### config.mk
export PLATFORM = sky130hd
export DESIGN_NAME = utf16_to_utf8_escaping_encoder_top
export DESIGN_NICKNAME = d
export VERILOG_FILES = /design/src/hw/rtl/u16u8_pkg.sv /design/src/hw/rtl/u16u8_enc.sv /design/src/hw/rtl/u16u8_ser.sv /design/src/hw/rtl/utf16_to_utf8_escaping_encoder_top.sv
export SDC_FILE = /design/constraint.sdc
export NUM_CORES = 1
export LEC_CHECK = 0
export BUFFER_PORTS_ARGS = -buffer_cell sky130_fd_sc_hd__buf_4
export CAP_MARGIN = 0
export CELL_PAD_IN_SITES_DETAIL_PLACEMENT = 0
export CELL_PAD_IN_SITES_GLOBAL_PLACEMENT = 2
export CORE_ASPECT_RATIO = 1.4
export CORE_MARGIN = 2
export CORE_UTILIZATION = 35
export CTS_CLUSTER_DIAMETER = 30
export DETAILED_ROUTE_END_ITERATION = 6
export PLACE_DENSITY = 0.76
export SYNTH_ARGS = -nofsm -noshare
export SYNTH_HDL_FRONTEND = slang
export SYNTH_SLANG_ARGS = --single-unit
### constraint.sdc
create_clock -name clk -period 8.31 [get_ports clk]
set_clock_uncertainty 0.05 [all_clocks]
set_input_delay 0.831 -clock clk [delete_from_list [all_inputs] [get_ports clk]]
set_output_delay 0.831 -clock clk [all_outputs]
set_load 0.02 [all_outputs]
### src/hw/rtl/u16u8_pkg.sv
package u16u8_pkg;

  localparam int MaxBytes = 9;
  localparam int CpBytes  = 6;
  localparam int CntW     = $clog2(MaxBytes + 1);

  localparam logic [15:0] HighFirst = 16'hD800;
  localparam logic [15:0] HighLast  = 16'hDBFF;
  localparam logic [15:0] LowFirst  = 16'hDC00;
  localparam logic [15:0] LowLast   = 16'hDFFF;
  localparam logic [20:0] SuppBase  = 21'h10000;

  localparam logic [39:0] EntAmp  = "&amp;";
  localparam logic [31:0] EntLt   = "&lt;";
  localparam logic [31:0] EntGt   = "&gt;";
  localparam logic [47:0] EntQuot = "&quot;";

  localparam logic REG_BYTE_MODE = 1'b0;
  localparam logic REG_ESCAPE    = 1'b1;

  typedef logic [7:0] byte_t;
  typedef byte_t [MaxBytes-1:0] byte_vec_t;

  typedef struct packed {
    byte_t [CpBytes-1:0] b;
    logic [2:0]          n;
  } cp_enc_t;

  typedef struct packed {
    byte_vec_t       bytes;
    logic [CntW-1:0] count;
  } burst_t;

  typedef struct packed {
    burst_t      burst;
    logic        hold;
    logic [9:0]  hold_bits;
  } enc_res_t;

  // utf-8 bytes of one code point, with xml entities for the four specials
  function automatic cp_enc_t enc_cp(input logic [20:0] cp, input logic esc);
    cp_enc_t r;
    r.b = '0;
    r.n = 3'd1;
    if (cp < 21'h80) begin
      r.b[0] = cp[7:0];
      if (esc) begin
        case (cp[7:0])
          8'h26: begin
            r.b[0] = EntAmp[39:32]; r.b[1] = EntAmp[31:24]; r.b[2] = EntAmp[23:16];
            r.b[3] = EntAmp[15:8];  r.b[4] = EntAmp[7:0];   r.n = 3'd5;
          end
          8'h3C: begin
            r.b[0] = EntLt[31:24]; r.b[1] = EntLt[23:16];
            r.b[2] = EntLt[15:8];  r.b[3] = EntLt[7:0];   r.n = 3'd4;
          end
          8'h3E: begin
            r.b[0] = EntGt[31:24]; r.b[1] = EntGt[23:16];
            r.b[2] = EntGt[15:8];  r.b[3] = EntGt[7:0];   r.n = 3'd4;
          end
          8'h22: begin
            r.b[0] = EntQuot[47:40]; r.b[1] = EntQuot[39:32]; r.b[2] = EntQuot[31:24];
            r.b[3] = EntQuot[23:16]; r.b[4] = EntQuot[15:8];  r.b[5] = EntQuot[7:0];
            r.n = 3'd6;
          end
          default: r.n = 3'd1;
        endcase
      end
    end else if (cp < 21'h800) begin
      r.b[0] = {3'b110, cp[10:6]};
      r.b[1] = {2'b10, cp[5:0]};
      r.n = 3'd2;
    end else if (cp < 21'h10000) begin
      r.b[0] = {4'b1110, cp[15:12]};
      r.b[1] = {2'b10, cp[11:6]};
      r.b[2] = {2'b10, cp[5:0]};
      r.n = 3'd3;
    end else begin
      r.b[0] = {5'b11110, cp[20:18]};
      r.b[1] = {2'b10, cp[17:12]};
      r.b[2] = {2'b10, cp[11:6]};
      r.b[3] = {2'b10, cp[5:0]};
      r.n = 3'd4;
    end
    return r;
  endfunction

endpackage

### src/hw/rtl/u16u8_enc.sv
module u16u8_enc (
  input  logic [15:0]        code_unit,
  input  logic               last_unit,
  input  logic               held_valid,
  input  logic [9:0]         held_bits,
  input  logic               byte_mode,
  input  logic               escape_enable,
  output u16u8_pkg::enc_res_t res
);

  logic                is_high;
  logic                is_low;
  logic                flush;
  logic                emit;
  logic [20:0]         cp;
  logic                hold;
  logic [9:0]          hold_bits;
  u16u8_pkg::burst_t   burst;
  u16u8_pkg::cp_enc_t  flush_enc;
  u16u8_pkg::cp_enc_t  unit_enc;

  assign is_high = (code_unit >= u16u8_pkg::HighFirst) && (code_unit <= u16u8_pkg::HighLast);
  assign is_low  = (code_unit >= u16u8_pkg::LowFirst) && (code_unit <= u16u8_pkg::LowLast);

  always_comb begin
    flush     = held_valid;
    emit      = 1'b1;
    cp        = {5'd0, code_unit};
    hold      = 1'b0;
    hold_bits = '0;
    if (byte_mode) begin
      cp = {13'd0, code_unit[7:0]};
    end else if (held_valid && is_low) begin
      // surrogate pair
      flush = 1'b0;
      cp    = u16u8_pkg::SuppBase + {1'b0, held_bits, code_unit[9:0]};
    end else if (is_high && !last_unit) begin
      emit      = 1'b0;
      hold      = 1'b1;
      hold_bits = code_unit[9:0];
    end
  end

  assign flush_enc = u16u8_pkg::enc_cp({5'd0, 6'b110110, held_bits}, escape_enable);
  assign unit_enc  = u16u8_pkg::enc_cp(cp, escape_enable);

  always_comb begin
    burst.bytes = '0;
    burst.count = '0;
    if (flush) begin
      burst.bytes[2:0] = flush_enc.b[2:0];
      burst.count      = u16u8_pkg::CntW'(3);
      if (emit) begin
        burst.bytes[8:3] = unit_enc.b;
        burst.count      = u16u8_pkg::CntW'(3) + u16u8_pkg::CntW'(unit_enc.n);
      end
    end else if (emit) begin
      burst.bytes[5:0] = unit_enc.b;
      burst.count      = u16u8_pkg::CntW'(unit_enc.n);
    end
  end

  assign res = '{burst: burst, hold: hold, hold_bits: hold_bits};

endmodule

### src/hw/rtl/u16u8_ser.sv
module u16u8_ser (
  input  logic                clk,
  input  logic                rst_n,
  input  logic                load,
  input  u16u8_pkg::burst_t   burst,
  output logic                free,
  output logic                out_valid,
  input  logic                out_ready,
  output logic [7:0]          out_byte,
  output logic                out_run_last
);

  u16u8_pkg::byte_vec_t        bytes_r;
  logic [u16u8_pkg::CntW-1:0]  cnt_r;
  logic [u16u8_pkg::CntW-1:0]  idx_r;
  logic [u16u8_pkg::CntW-1:0]  idx_nxt;
  logic                        valid_r;
  logic                        valid_nxt;

  assign out_valid    = valid_r;
  assign out_byte     = bytes_r[idx_r];
  assign out_run_last = (idx_r == cnt_r - u16u8_pkg::CntW'(1));
  assign free         = !valid_r || (out_ready && out_run_last);

  always_comb begin
    idx_nxt   = idx_r;
    valid_nxt = valid_r;
    if (valid_r && out_ready) begin
      if (out_run_last) begin
        valid_nxt = 1'b0;
      end else begin
        idx_nxt = idx_r + u16u8_pkg::CntW'(1);
      end
    end
    if (load) begin
      idx_nxt   = '0;
      valid_nxt = 1'b1;
    end
  end

  always_ff @(posedge clk) begin
    if (!rst_n) begin
      valid_r <= 1'b0;
      idx_r   <= '0;
    end else begin
      valid_r <= valid_nxt;
      idx_r   <= idx_nxt;
    end
  end

  always_ff @(posedge clk) begin
    if (load) begin
      bytes_r <= burst.bytes;
      cnt_r   <= burst.count;
    end
  end

endmodule

### src/hw/rtl/utf16_to_utf8_escaping_encoder_top.sv
// utf-16le (or latin-1) to utf-8 transcoder with optional xml escaping
//
// input channel: in_code_unit, in_last_unit under in_valid/in_ready; one
// string code unit per transfer, in_last_unit high on the final unit.
// output channel: out_byte, out_run_last under out_valid/out_ready; one
// utf-8 byte per transfer, out_run_last high on the last byte of a unit.
// config: apb-style, byte_mode at 0x0, escape_enable at 0x4, write only
// while idle. pready is tied high.
// path: a unit passes the input register and the combinational encoder
// into the byte buffer. throughput: one output byte per cycle while
// out_ready is high; a unit yields 1 to 6 bytes, 3 more when a held
// surrogate is flushed, and a held high surrogate yields nothing and
// passes without the buffer. the output byte buffer is the limit.
// reset clears the registers, the held surrogate and both pipeline stages.
// when out_ready is low the byte buffer holds; one more unit with bytes
// enters the input register, then in_ready drops until the buffer drains.
module utf16_to_utf8_escaping_encoder_top (
  input  logic        clk,
  input  logic        rst_n,
  input  logic        in_valid,
  output logic        in_ready,
  input  logic [15:0] in_code_unit,
  input  logic        in_last_unit,
  output logic        out_valid,
  input  logic        out_ready,
  output logic [7:0]  out_byte,
  output logic        out_run_last,
  input  logic        psel,
  input  logic        penable,
  input  logic        pwrite,
  input  logic [2:0]  paddr,
  input  logic [31:0] pwdata,
  output logic [31:0] prdata,
  output logic        pready
);

  logic                 unit_valid_r;
  logic [15:0]          unit_r;
  logic                 last_r;
  logic                 held_valid_r;
  logic [9:0]           held_bits_r;
  logic                 byte_mode_r;
  logic                 escape_r;
  logic                 move;
  logic                 load;
  logic                 ser_free;
  logic                 cfg_wr;
  u16u8_pkg::enc_res_t  enc;

  assign pready = 1'b1;
  assign cfg_wr = psel && penable && pwrite;

  always_comb begin
    case (paddr[2])
      u16u8_pkg::REG_BYTE_MODE: prdata = {31'd0, byte_mode_r};
      u16u8_pkg::REG_ESCAPE:    prdata = {31'd0, escape_r};
      default:                  prdata = '0;
    endcase
  end

  always_ff @(posedge clk) begin
    if (!rst_n) begin
      byte_mode_r <= 1'b0;
      escape_r    <= 1'b0;
    end else if (cfg_wr) begin
      case (paddr[2])
        u16u8_pkg::REG_BYTE_MODE: byte_mode_r <= pwdata[0];
        u16u8_pkg::REG_ESCAPE:    escape_r    <= pwdata[0];
        default:                  byte_mode_r <= byte_mode_r;
      endcase
    end
  end

  u16u8_enc u_enc (
    .code_unit     (unit_r),
    .last_unit     (last_r),
    .held_valid    (held_valid_r),
    .held_bits     (held_bits_r),
    .byte_mode     (byte_mode_r),
    .escape_enable (escape_r),
    .res           (enc)
  );

  // units that yield nothing pass without the byte buffer
  assign move     = unit_valid_r && ((enc.burst.count == '0) || ser_free);
  assign load     = move && (enc.burst.count != '0);
  assign in_ready = !unit_valid_r || move;

  always_ff @(posedge clk) begin
    if (!rst_n) begin
      unit_valid_r <= 1'b0;
      held_valid_r <= 1'b0;
      held_bits_r  <= '0;
    end else begin
      if (in_ready) begin
        unit_valid_r <= in_valid;
      end
      if (move) begin
        held_valid_r <= enc.hold;
        held_bits_r  <= enc.hold_bits;
      end
    end
  end

  always_ff @(posedge clk) begin
    if (in_valid && in_ready) begin
      unit_r <= in_code_unit;
      last_r <= in_last_unit;
    end
  end

  u16u8_ser u_ser (
    .clk          (clk),
    .rst_n        (rst_n),
    .load         (load),
    .burst        (enc.burst),
    .free         (ser_free),
    .out_valid    (out_valid),
    .out_ready    (out_ready),
    .out_byte     (out_byte),
    .out_run_last (out_run_last)
  );

  a_byte_mode_drops_hold: assert property (@(posedge clk) disable iff (!rst_n)
    move && byte_mode_r |=> !held_valid_r)
    else $error("surrogate still held after a byte-mode unit");

  a_no_hold_on_last: assert property (@(posedge clk) disable iff (!rst_n)
    move && enc.hold |-> !last_r)
    else $error("final unit of a string was held");

  a_load_shows_byte: assert property (@(posedge clk) disable iff (!rst_n)
    load |=> out_valid)
    else $error("loaded burst not offered");

  a_stalled_unit_kept: assert property (@(posedge clk) disable iff (!rst_n)
    unit_valid_r && !move |=> unit_valid_r && $stable(unit_r) && $stable(last_r))
    else $error("pending unit lost while the buffer was busy");

endmodule
== Word-level counts from Yosys, hierarchy flattened ==
Index checks and enable logic that the tools add are counted.
Storage, ports and cells
  input port bits: 59
  word-level logic and storage cells: 108
  output and inout port bits: 44
  flip-flop bits (word level): 112
Operators by class
  order comparisons: 8
  add/subtract/negate cells: 4
  equality and inequality tests: 5
  reductions and logical operators: 29
  mux-type cells: 34
  bitwise operators: 4
Operators by type and width (number)
  31-bit case mux with 4 select lines: 1
  52-bit two-way mux: 2
  32-bit case mux with 2 select lines: 1
  51-bit two-way mux: 1
  21-bit two-way mux: 2
  35-bit two-way mux: 1
  8-bit binary-select mux with 4-bit select: 1
  8-bit by 6-bit == test with 1-bit output, second input constant: 4
  16-bit >= comparator, second input constant: 2
  16-bit less-or-equal comparator, second input constant: 2
  16-bit two-way mux: 2
  10-bit two-way mux: 3
  25-bit two-way mux: 1
  24-bit two-way mux: 1
  17-bit by 20-bit adder with 21-bit output, first input constant: 1
  21-bit by 12-bit less-than comparator with 1-bit output, second input constant: 1
  21-bit by 17-bit less-than comparator with 1-bit output, second input constant: 1
  21-bit by 8-bit less-than comparator with 1-bit output, second input constant: 1
  19-bit two-way mux: 1
  8-bit two-way mux: 2
  7-bit case mux with 2 select lines: 1
  1-bit logical AND: 11
  1-bit two-way mux: 11
  2-bit AND reduction: 5
  other kinds (15): 25

== Longest topological paths before layout ==
  depth in word-level cells: 19
  mapped depth: 15
  gate-level depth less buffers: 13

== By module ==
From an unflattened synthesis, not the netlist that was laid out.
Unflattened totals
  cell total of the unflattened synthesis: 581
  area total of the unflattened synthesis: 6540.0 um^2
Modules (own cells, without submodules)
  u16u8_ser: instances 1, sequential area each 2382.3 um^2, area an instance 3183.1 um^2, cells an instance 163
  u16u8_enc: instances 1, sequential area each 0.0 um^2, area an instance 1697.9 um^2, cells an instance 272
  utf16_to_utf8_escaping_encoder_top: instances 1, sequential area each 790.8 um^2, area an instance 1659.1 um^2, cells an instance 146

== Least setup slack after synthesis ==
No wires, ideal clock.
  kind: register to register
  start point: reg unit_r[14]
  end point: reg u_ser.bytes_r[0] (netlist bit), enable pin
  slack: 2.410 ns
  arrival time: 5.362 ns
  cell stages (with the launch flop): 13
  period minus slack after synthesis: 5.900 ns
  path buffers: 2
  setup time: 0.488 ns
  required time: 7.772 ns
  path through: edfxtp_1 -> nand4_1 -> buf_4 -> a2bb2oi_1 -> nor2b_1 -> buf_4 -> nand2_1 -> o31ai_1 -> ha_1 -> o211ai_1 -> a31oi_1 -> a311o_1 -> a311oi_2
Between the ends
  cells in the longest elaborated chain, start to end: 17
  elaborated cells between the ends (all ways): 37
  classes of those cells: 1 x add/sub; 7 x order compare; 4 x eq/ne; 15 x mux; 10 x reduce/logical
Ends and longest elaborated chain
  start: declaration: RTL line utf16_to_utf8_escaping_encoder_top.sv:38  | logic [15:0] unit_r;
  start signal: assignment: RTL line utf16_to_utf8_escaping_encoder_top.sv:107  | unit_r <= in_code_unit;
  parallel branches: the longest is 12 deep, another holds 21-bit by 17-bit less-than comparator with 1-bit output
  52-bit two-way mux *: RTL line u16u8_enc.sv:50  | if (flush) begin
  4-bit logical NOT: RTL line utf16_to_utf8_escaping_encoder_top.sv:85  | assign move = unit_valid_r && ((enc.burst.count == '0) || ser_free);
  1-bit logical OR: RTL line utf16_to_utf8_escaping_encoder_top.sv:85
  1-bit logical AND: RTL line utf16_to_utf8_escaping_encoder_top.sv:85
  1-bit logical AND *: RTL line utf16_to_utf8_escaping_encoder_top.sv:86  | assign load = move && (enc.burst.count != '0);
  net load: RTL line utf16_to_utf8_escaping_encoder_top.sv:45  | logic load;
  end signal: assignment: RTL line u16u8_ser.sv:53  | bytes_r <= burst.bytes;
  end: declaration: RTL line u16u8_ser.sv:13  | u16u8_pkg::byte_vec_t bytes_r;
Mark *: on every way through the listed nets, which the timed path passes.
A chain may end at the register's enable or synchronous reset.

== Worst setup path in the final report ==
  start point: reg byte_mode_r
  end point: out in_ready
Between the ends
  cells in the longest elaborated chain, start to end: 13
  elaborated cells between the ends (all ways): 24
  classes of those cells: 1 x add/sub; 3 x order compare; 4 x eq/ne; 11 x mux; 5 x reduce/logical
Ends and longest elaborated chain
  start: declaration: RTL line utf16_to_utf8_escaping_encoder_top.sv:42  | logic byte_mode_r;
  start signal: assignment: RTL line utf16_to_utf8_escaping_encoder_top.sv:67  | u16u8_pkg::REG_BYTE_MODE: byte_mode_r <= pwdata[0];
  start signal: assignment: RTL line utf16_to_utf8_escaping_encoder_top.sv:69  | default: byte_mode_r <= byte_mode_r;
  parallel branches: the longest is 8 deep, another holds 21-bit by 17-bit less-than comparator with 1-bit output
  52-bit two-way mux *: RTL line u16u8_enc.sv:50
  4-bit logical NOT *: RTL line utf16_to_utf8_escaping_encoder_top.sv:85
  1-bit logical OR *: RTL line utf16_to_utf8_escaping_encoder_top.sv:85
  1-bit logical AND *: RTL line utf16_to_utf8_escaping_encoder_top.sv:85
  1-bit logical OR *: RTL line utf16_to_utf8_escaping_encoder_top.sv:87  | assign in_ready = !unit_valid_r || move;
  end: declaration: RTL line utf16_to_utf8_escaping_encoder_top.sv:21  | output logic in_ready,
Mark *: on every way between the ends.

==> impl.org <==
** GRT
- Summed over all layers, the global routing overflow is 0.
- Largest net degree at the start of global routing :: 67
- The first global-routing pass estimated ~23 mm of wire.
- Via count of the first global-routing pass :: 4,093
- The initial antenna violation count is 0.
- Across every metal layer, demand over resource in global routing totals 0.174.

** Status
- The final reports fail on DRC.
- The flow ran to the end, but the final reports show violations.

** Setup path
- Cell type of the slowest stage on the worst timing path :: dfxtp_1
- Type of element launching the critical path :: register
- CP peak stage delay :: 630 ps
- The worst setup path is captured at an output pin.
- Cell breakdown of the critical path :: inv_1 -> a2bb2oi_1 -> nor2b_1 -> nand2_1 -> o31ai_1 -> ha_1 -> o211ai_1 -> a31oi_1 -> a311o_1 -> a31oi_1 -> nand2_1 -> buf_4
- STA puts the critical path data required time at 7430 ps.
- For the worst setup path, the data arrival time is 4610 ps.
- The critical path contains buffers and inverters numbering 2 combined.
- By startpoint and endpoint, the worst setup path is classified as reg2out.
- Top cell family by delay on the critical path :: compound AO/OA/AOI/OAI gates
- In this run the worst path has a maximum fanout of 14.

** Floorplanning
- The initial utilization of the core area, before any placement, comes to 0.360.
- Row count :: 54
- Overall die width :: ~110 um
- Measured along the y axis, the die boundary spans 154 um.
- For this design the top-level I/O count stands at just over 100.
- Die Outline Area :: 17,200 um2
- Floorplan Core Area :: about 16,000 um2

** Cells and area
- After the last flow step, the layout net total stands at 634.
- Excluding fillers, the count of instances in the completed layout stands at 772.
- Final Core Density :: 0.401
- Filler Cells Inserted :: 1,523
- Share of post-route cells with drive strength above 1 :: 0.151
- The repair_antennas step left the layout with diodes totalling 0.
- Leaving out fill and tap cells, the most frequent cells in the layout are 79 x edfxtp_1, 56 x nand2_1, 54 x o21ai_0, 45 x buf_4, 34 x nor2_1.
- Synthesis-to-finish area growth :: 11.4%
- Leaving out fill and tap cells, the most frequent cell in the layout is edfxtp_1.

** Synthesis
- Post-Synth XOR/XNOR Area :: 0.0186
- Most used DFF post-synth :: edfxtp_1
- Netlist Area Pre-Place :: 5640 um2
- In this run the mean area of a mapped cell was ~10 um2.
- Synthesized instance count :: around 560
- Number of library cell types mapped by synthesis :: 64
- Of the total synthesized cell area, the portion taken by full adders, half adders and majority gates is 0.00887.
- Number of register bits inferred by synthesis :: 98
- The compound-cell area share of the yosys netlist is 0.163.
- By area, the combinational part of the netlist is dominated by compound AO/OA/AOI/OAI gates.
- After synthesis, the share of cell area in mux cells is 0.0860.
- In the synthesized netlist the async set-or-reset flop fraction comes to 0.
- Counting flops with a built-in enable in the synthesized netlist gives about 80.
- Of the total synthesized cell area, the portion taken by AND, OR, NAND and NOR gates is 0.158.
- For this run, the register share of the synthesized area comes to 0.488.
- Warnings, synthesis :: 0

** Routing
- Wire segments on met3 add up to 668 um in the final route.
- Number of DRC markers in iteration 0 :: 381
- Mean routed wirelength per cell :: 19.2 um
- After detailed routing, the number of remaining DRC violations is 4.
- The pre-antenna-repair detailed-routing pass consisted of 7 iterations.
- Post-route met1 wirelength :: 6.08 mm
- Detailed-routed wire length on met2 :: between 7 and 8 mm
- Via-to-Cell Ratio :: 5.60
- The detailed router used layers up to and including met4.
- Overall routed net length :: 14.9 mm
- Via total after detailed routing :: between 4k and 5k
- In this run the remaining antenna-violating nets after routing total 0.

** Job
- Max_cap viols :: 0

** Timing
- Setup violations remaining at the end of the flow were counted as 0.
- The final number of max-transition violations was 0.
- After layout, the minimum clock period comes to 5490 ps.
- Based on the critical path, the design can be clocked at up to ~180 MHz.
- Total negative slack for setup checks :: 0 ps
- Fraction of the cycle the final worst path needs :: 0.660
- Remaining max-slew budget at the tightest pin :: 0.375
- At the pin with the least slew margin, the transition time is 932 ps.
- Unrepaired setup endpoints after global routing :: no
- Hold Violations, Final :: 0

** Power and ir drop
- Peak supply drop :: 95.2 uV
- For this design the static power due to leakage is 2.19 nW.
- Areal power density over the cells :: 176 nW/um2

** Clock tree
- Max Buffers Root-to-Sink :: 2
- TritonCTS built the clock tree.
- CTS Root Buffer Type :: clkbuf_16
- TritonCTS created 9 clock buffers.
- H-Tree Level Count :: 3
- For this design, the sink count on the clock tree is 98.
- Clock latency on the worst-skew pair :: around 350 ps
- Gates resized, CTS repair :: 0
- The number of setup buffers added after CTS is 0.
- After clock tree synthesis, the clock-pin slew on the worst setup and hold paths is 70 ps.
- Quantity of hold-fixing buffers added after cts :: 0

** Placement
- Post-detailed-placement half-perimeter wirelength :: 10.8 mm
- At the end of routability-driven placement, the weighted congestion stood at 0.935.
- Total of buffers placed on input and output ports :: 37
- After detailed placement, the design holds a cell count of between 700 and 800.

** Worst hold path
- Worst min-delay path category :: reg2reg
flip-flops by register name, summed over array words and instances, names as in the netlist:
signal	cells
u_ser.idx_r	4
held_bits_r	10
last_r	1
escape_r	1
unit_r	16
held_valid_r	1
u_ser.cnt_r	4
byte_mode_r	1
u_ser.bytes_r	58
unit_valid_r	1
u_ser.out_valid	1
routing by layer:
| metal | global-route usage | up-vias |
|---|---|---|
| li1 | - | 2046 |
| met1 | 0.210 | 2087 |
| met2 | 0.315 | 162 |
| met3 | 0.0270 | 31 |
| met4 | 0.0600 | 0 |
| met5 | 0 | - |
path summary, 6_finish.rpt:
kind | from | endpoint | slack (ps) | cells past startpoint
worst max-delay path | byte_mode_r | in_ready | 2820 | 12
worst max register to register | byte_mode_r | u_ser.bytes_r[9] | 3310 | 11
worst min-delay path | held_bits_r[2] | held_bits_r[2] | 440 | 2
worst min register to register | held_bits_r[2] | held_bits_r[2] | 440 | 2
metrics by stage:
| step | hold WS [ps] | setup slack [ps] | area [um2] | power, mW |
|---|---|---|---|---|
| 2_1_floorplan | 398 | 2410 | 5760 | 0.661 |
| 3_3_place_gp | 423 | 3260 | 5970 | 0.685 |
| 3_5_place_dp | 439 | 3220 | 5970 | 0.687 |
| 4_1_cts | 446 | 2850 | 6280 | 1.12 |
| 5_1_grt | 466 | 2560 | 6280 | 1.15 |
| 6_report | 443 | 2820 | 6280 | 1.11 |
cell usage after synthesis, types with 6 or more instances:
cell / number / area share
a211oi_1: 8 / 0.011
a21oi_1: 20 / 0.018
a31oi_1: 8 / 0.0089
buf_4: 34 / 0.045
clkbuf_1: 26 / 0.017
dfxtp_1: 19 / 0.067
edfxtp_1: 79 / 0.42
inv_1: 6 / 0.0040
mux2i_1: 26 / 0.046
mux4_2: 9 / 0.036
nand2_1: 56 / 0.037
nand3_1: 28 / 0.025
nor2_1: 34 / 0.023
nor2b_1: 9 / 0.010
nor3_1: 17 / 0.015
o211ai_1: 7 / 0.0093
o21ai_0: 54 / 0.048
o22ai_1: 8 / 0.0089
xnor2_1: 7 / 0.011
tightest hold or removal path, stage by stage, from the launching register on:
cell and delay, ps:
dfxtp_1 330, nand2_1 60, mux2i_1 60
report_power, final:
part | internal [mW] | leakage [nW] | switching (mW) | total (mW)
Combinational | 0.0395 | 1.12 | 0.0688 | 0.108
Clock | 0.239 | 0.150 | 0.194 | 0.433
Sequential | 0.552 | 0.916 | 0.0163 | 0.568
Total | 0.830 | 2.19 | 0.279 | 1.11
layout make-up:
cell class,count,area [um2],area share
Sequential cell,98,2750,0.438
Multi-Input combinational cell,411,2620,0.416
Timing Repair Buffer,45,338,0.0538
Tap cell,196,245,0.0390
Clock buffer,9,225,0.0358
Clock inverter,7,85.1,0.0135
Inverter,6,22.5,0.00358
cell families after synthesis:
logic type      after synthesis
flops                        98
mux                          37
xor+xnor                     12
other cells                   2
fa+ha+maj                     4
simple gates                181
compound gates              144
buf+inv                      77
(Power assumes the default switching activity.)
